$ cat src/design/dpt_pkg.sv
`timescale 1ns / 1ps
package dpt_pkg;

  typedef enum logic [1:0] {
    KIND_WRITE_ATTR = 2'd0,
    KIND_ADD_EDGE   = 2'd1,
    KIND_SET_ORDER  = 2'd2,
    KIND_PICK       = 2'd3
  } kind_t;

  localparam int unsigned CFG_TASKS_IN_USE = 0;
  localparam int unsigned CFG_ATTRS_IN_USE = 1;
  localparam int unsigned CFG_INIT_ORDER   = 2;
  localparam int unsigned KEY_SLOTS        = 5;

  typedef struct packed {
    logic [1:0]  kind;
    logic [5:0]  task_req;
    logic [2:0]  attribute;
    logic [15:0] value;
    logic [5:0]  successor;
    logic [14:0] key_order;
  } in_item_t;

  typedef struct packed {
    logic [5:0] picked_task;
    logic       none_ready;
  } out_item_t;

  typedef enum logic [3:0] {
    ST_CLEAR,
    ST_IDLE,
    ST_EXEC,
    ST_ADD,
    ST_SCAN_RD,
    ST_SCAN_CMP,
    ST_EDGE_RD,
    ST_EDGE_UPD,
    ST_EDGE_WR,
    ST_DONE
  } state_t;

  // controller to datapath
  typedef struct packed {
    logic clear;
    logic load_item;
    logic exec;
    logic edge_add;
    logic scan_start;
    logic scan_rd;
    logic scan_cmp;
    logic edge_start;
    logic edge_rd;
    logic edge_upd;
    logic edge_wr;
    logic emit;
  } ctrl_t;

  // datapath to controller
  typedef struct packed {
    logic clear_last;
    logic is_pick;
    logic is_edge;
    logic scan_last;
    logic cmp_last;
    logic found;
    logic edge_last;
    logic edges_none;
  } stat_t;

endpackage

$ cat src/design/dpt_ctrl.sv
`timescale 1ns / 1ps
module dpt_ctrl (
  input  logic           clk,
  input  logic           rst,
  input  logic           in_valid,
  output logic           in_stall,
  output logic           out_valid,
  input  logic           out_stall,
  input  dpt_pkg::stat_t stat,
  output dpt_pkg::ctrl_t ctrl
);
  import dpt_pkg::*;

  state_t state, state_next;

  always_ff @(posedge clk) begin
    if (rst) begin
      state <= ST_CLEAR;
    end else begin
      state <= state_next;
    end
  end

  always_comb begin
    state_next = state;
    case (state)
      ST_CLEAR:    if (stat.clear_last) state_next = ST_IDLE;
      ST_IDLE:     if (in_valid) state_next = ST_EXEC;
      ST_EXEC: begin
        if (stat.is_pick) state_next = ST_SCAN_RD;
        else if (stat.is_edge) state_next = ST_ADD;
        else state_next = ST_IDLE;
      end
      ST_ADD:      state_next = ST_IDLE;
      ST_SCAN_RD:  state_next = ST_SCAN_CMP;
      ST_SCAN_CMP: begin
        // every key slot and every task gets its own pass through ST_SCAN_RD
        if (!stat.cmp_last || !stat.scan_last) state_next = ST_SCAN_RD;
        else if (stat.found && !stat.edges_none) state_next = ST_EDGE_RD;
        else state_next = ST_DONE;
      end
      ST_EDGE_RD:  state_next = ST_EDGE_UPD;
      ST_EDGE_UPD: state_next = ST_EDGE_WR;
      ST_EDGE_WR:  state_next = stat.edge_last ? ST_DONE : ST_EDGE_RD;
      ST_DONE:     if (!out_stall) state_next = ST_IDLE;
      default:     state_next = ST_IDLE;
    endcase
  end

  always_comb begin
    ctrl      = '0;
    in_stall  = 1'b1;
    out_valid = 1'b0;
    case (state)
      ST_CLEAR:    ctrl.clear = 1'b1;
      ST_IDLE: begin
        in_stall       = 1'b0;
        ctrl.load_item = in_valid;
      end
      ST_EXEC: begin
        ctrl.exec       = 1'b1;
        ctrl.scan_start = stat.is_pick;
      end
      ST_ADD:      ctrl.edge_add = 1'b1;
      ST_SCAN_RD:  ctrl.scan_rd = 1'b1;
      ST_SCAN_CMP: begin
        ctrl.scan_cmp   = 1'b1;
        ctrl.edge_start = stat.cmp_last && stat.scan_last;
      end
      ST_EDGE_RD:  ctrl.edge_rd = 1'b1;
      ST_EDGE_UPD: ctrl.edge_upd = 1'b1;
      ST_EDGE_WR:  ctrl.edge_wr = 1'b1;
      ST_DONE: begin
        out_valid = 1'b1;
        ctrl.emit = !out_stall;
      end
      default: ;
    endcase
  end
endmodule

$ cat config.mk
export PLATFORM = sky130hd
export DESIGN_NAME = dpt_ctrl
export DESIGN_NICKNAME = d
export VERILOG_FILES = /design/src/design/dpt_pkg.sv /design/src/design/dpt_ctrl.sv
export SDC_FILE = /design/constraint.sdc
export NUM_CORES = 1
export LEC_CHECK = 0
export ABC_AREA = 1
export BUFFER_PORTS_ARGS = -buffer_cell sky130_fd_sc_hd__buf_4
export CORE_AREA = 2 2 39 41
export DETAILED_ROUTE_END_ITERATION = 6
export DIE_AREA = 0 0 41 43
export PLACE_DENSITY = 0.68
export REMOVE_ABC_BUFFERS = 1
export SLEW_MARGIN = 20
export SYNTH_ARGS = -nofsm -noshare
export SYNTH_HDL_FRONTEND = slang
export SYNTH_SLANG_ARGS = --single-unit
$ cat constraint.sdc
create_clock -name clk -period 1.1 [get_ports clk]
set_input_delay 0.055 -clock clk [delete_from_list [all_inputs] [get_ports clk]]
set_output_delay 0.055 -clock clk [all_outputs]
set_load 0.1 [all_outputs]
[Word-level counts from Yosys, hierarchy flattened]
Cells that the tools add are included.
Storage, ports and cells
  word-level logic and storage cells: 44
  register bits after elaboration: 4
  output and inout bits: 14
  input bits: 12
Operators by class
  muxes and demuxes: 22
  eq/ne operators: 12
  reductions and logical operators: 9
Operators with widths (count)
  case mux 4 bit (9 select lines): 1
  2-to-1 mux 4 bit: 6
  equality test 4 x 3 -> 1 bit (second input constant): 4
  2-to-1 mux 1 bit: 12
  equality test 4 x 2 -> 1 bit (second input constant): 2
  equality test 4 bit (second input constant): 2
  != test 2 bit (second input constant): 3
  equality test 4 x 1 -> 1 bit (second input constant): 1
  logical NOT 1 bit: 4
  logical NOT 4 bit: 1
  2-to-1 mux 2 bit: 2
  2-to-1 mux 3 bit: 1
  AND reduction 3 bit: 1
  logical AND 1 bit: 2
  logical OR 1 bit: 1

[Longest topological paths before layout]
  depth in word-level cells: 5
  gate-level depth with buffers: 9
  depth with buffers taken out: 9

[Least setup slack after synthesis]
Ideal clock, no wire load.
  path type: register to output
  start: register state[3]
  end: output ctrl[4] in the netlist's numbering
  stages on the path, launching flop included: 4
  data arrival time: 2.554 ns
  path slack: -1.509 ns
  buffers on the path: 0
  path through: dfxtp_1 -> inv_1 -> nand2_2 -> nor3_1
RTL lines
  start: declaration: line dpt_ctrl.sv:14  | state_t state, state_next;
  start signal: assignment: line dpt_ctrl.sv:20  | state <= state_next;
  end: declaration: line dpt_ctrl.sv:10  | output dpt_pkg::ctrl_t ctrl

==> reports/qor.txt <==
========================================================================================
Most numerous cell types in the synthesized netlist                         18 x nand2_1, 17 x inv_1, 14 x nor2_1, 7 x nand3_1, 5 x nor2_2
Part of the power in the clock network                                             14.7%
Least setup slack across all paths after layout                               -0.1800 ns
Largest registers in the final layout                                          state (4)
Area share of the largest cell type after synthesis                               18.77%
# port buffers                                                                        25
Share of flip-flops with an asynchronous set or reset                                 0%
Number of cells after detailed placement                                             125
Leakage dissipation                                                            0.5178 nW
Timing-limited maximum frequency                                              0.7813 GHz
Type of the worst min-delay path                                                  in2reg
Number of flops mapped to enable cells by yosys                                        0
Capturing element type of the critical path                                 primary output
Number of maximum-capacitance violations                                               0
Instance count of the mapped netlist                                                  81
Clock net sink count                                                                   4
Synth unique cells                                                                    14
Cell internal pwr                                                            0.0005963 W
Post-Layout Cell Count                                                               135
Vias in the first global route                                                       681
Maximum clock path buffer count                                                        2
Global placement routability congestion                                           0.8801
Number of flip-flops in the largest register                                           4
Sequence of cells on the critical path                                      inv_4, nand2_2, nor2_4, nand2_2, inv_2, buf_12
Crit path buf inv count                                                                3
Share of cells above drive strength 1                                             62.18%
Outcome                                                                     finished with violations
Top Ports                                                                             26
Yosys top cell by area                                                           dfxtp_1
DRT Pass-1 Iters                                                                       4
Initial antenna violation count                                                        0
Number of H-tree branching levels                                                      1
Iteration-0 DRC count of the detailed router                                          12
Share of the yosys chip area belonging to registers                               18.77%
Critical path type                                                               reg2out
Chip Width                                                                         41 um
Logic gate share of total power                                                    68.9%
Fraction of power spent switching nets                                            50.38%
CP peak stage delay                                                              0.36 ns
Inserted Clock Buffers                                                                 3
Drc violations                                                                         0
Peak fanout along the critical path                                                    4
Avg Cell Area, Syn                                                            5.267 um^2
TritonCTS clock tree                                                                done
Cell count of the worst hold path                                                      2
Period Utilization, post-route                                                    116.4%
Wire length per cell                                                            12.30 um
Area of the placeable core                                                     1384 um^2
Post-route cell area                                                           1018 um^2
Library cell contributing the largest single delay on the critical path          dfxtp_4
Average via count per standard cell                                                4.896
Number of max-slew violations in the final report                                      0
DP Wirelength                                                                    1036 um
Post-synthesis to final-layout area growth                                        138.7%
Count of nets after finishing                                                        133
Antenna diode instance count                                                           0
Total placed instance area                                                    656.9 um^2
Final worst clock skew                                                       0.004281 ns
Number of rows in the core area                                                       14
Worst VDD drop                                                                  592.4 uV
RSZ-0062 raised after global routing                                                true
Sum of overflow across all layers after global routing                                 0
NetSw                                                                        0.0006054 W
All-Layer GR Usage                                                                21.87%
Main synth FF type                                                               dfxtp_1
Fill cell count                                                                      101
Seq cells post-synth                                                                   4
Cell depth of the worst flop-to-flop path                                              8
Die height                                                                         43 um
CP dominant cell by count                                                        nand2_2
CP arrival                                                                       1.22 ns
Worst Tran Pin Value                                                           0.2337 ns
Worst slew margin relative to its limit                                           84.30%
Largest net degree at the start of global routing                                      7
Largest Register                                                                   state
Cell Pwr Density                                                            1180 nW/um^2
Total number of vias                                                                 661
Syn. warnings                                                                          0
Wire length of the first global-routing pass                                     2608 um
Violations in the final reports                                             setup timing
Post-DRT Antenna Nets                                                                  0
Mapped cell area                                                              426.7 um^2
Top cells by area in the synthesized netlist                                dfxtp_1 19%, nand2_1 16%, inv_1 15%, nor2_1 12%, nand3_1 8.2%
Clk_lat worst skew                                                               0.23 ns
Number of buffers inserted by hold repair at cts                                       0
Die Area                                                                       1763 um^2
Clock transition at the registers of the reported paths                          0.04 ns
CP Depth                                                                               6
CP startpoint kind                                                                  flop
Most common cell in the netlist                                                  nand2_1
Final setup violating endpoints                                                       18
Final hold vios                                                                        0
Post-layout min period                                                          1.280 ns
Seq pwr share                                                                      16.4%
Initial core utilization                                                          30.83%
Clock root buffer master                                                        clkbuf_4
Detailed Route WL                                                                1660 um
Category of cells accounting for the largest share of critical-path delay     flip-flops
Required time of the critical path                                               1.04 ns
========================================================================================
[metrics by stage]
step           setup TNS [ns]  hold slack (ns)  setup WS, ns  utilization, %  total power (W)
3_5_place_dp          -0.9273           0.2569       -0.1894           47.47        0.0007418
5_1_grt                -2.938          0.01115       -0.2217           73.60         0.001251
6_report               -2.073         0.004732       -0.1800           73.60         0.001202
4_1_cts                -1.813         0.004434       -0.1481           71.52         0.001145
3_3_place_gp          -0.9336           0.2535       -0.1740           47.47        0.0007381
2_1_floorplan          -11.85           0.1274        -1.509               -        0.0006074
[per-layer routing]
layer  wire length, um  track usage (%)  share of wire, %
met1               562            20.83                34
met2               920            38.13                55
met3               107            4.188               6.4
met5                 0                0                 0
met4                70            15.33               4.2
[repair_timing]
action | in CTS | in global routing
pin swaps | 8 | 2
setup buffers | 6 | 1
endpoints found under the hold margin | 0 | 0
endpoints found under the setup margin | 18 | 18
resized for setup | 74 | 8
[placed cells by master (no fill, tap or decap), drive strengths merged]
cell type,synthesis,routed
nand3,7,7
a41oi,1,1
a21oi,1,1
nand3b,2,2
o21ai,1,1
nor3,3,3
dfxtp,4,4
buf,0,35
nand2,22,22
inv,20,20
nor2,20,20
clkbuf,0,3
[path summary, 6_finish.rpt]
| kind | startpoint | endpoint | slack, ns |
|---|---|---|---|
| setup / recovery | state[0] | ctrl[7] | -0.18 |
| hold / removal | rst | state[1] | 0.005 |
| hold reg to reg | state[0] | state[2] | 0.70 |
| setup reg to reg | state[1] | state[0] | -0.11 |
[cell families after synthesis]
| family | share of synthesized area (%) |
|---|---|
| compound gates | 4.397 |
| flops | 18.77 |
| buf+inv | 17.59 |
| simple gates | 59.23 |
[power by group through the flow]
stage | combinational [W] | clock, W | sequential (W)
final | 0.000828 | 0.000177 | 0.000197
after global routing | 0.000867 | 0.000185 | 0.000199
after CTS | 0.000768 | 0.000181 | 0.000195
after detailed placement | 0.000559 | 0 | 0.000183
after global placement | 0.000556 | 0 | 0.000182
after floorplan | 0.000428 | 0 | 0.000180
[layout make-up]
type                            instances  area, um^2  area share [%]
Tap cell                               16       20.02           1.966
Multi-Input combinational cell         57       374.1           36.73
Sequential cell                         4       92.59           9.091
Inverter                               20       82.58           8.108
Clock buffer                            3       22.52           2.211
Timing Repair Buffer                   35       426.7           41.89
[worst register-to-register path, stage by stage, from the launching register on]
cell and delay [ns]:
dfxtp_4 0.37, nor2_4 0.20, buf_6 0.14, nand3b_1 0.10, buf_4 0.15, nand2_1 0.04
inv_1 0.03, nand2_1 0.05, inv_1 0.03
(Power assumes the default switching activity.)
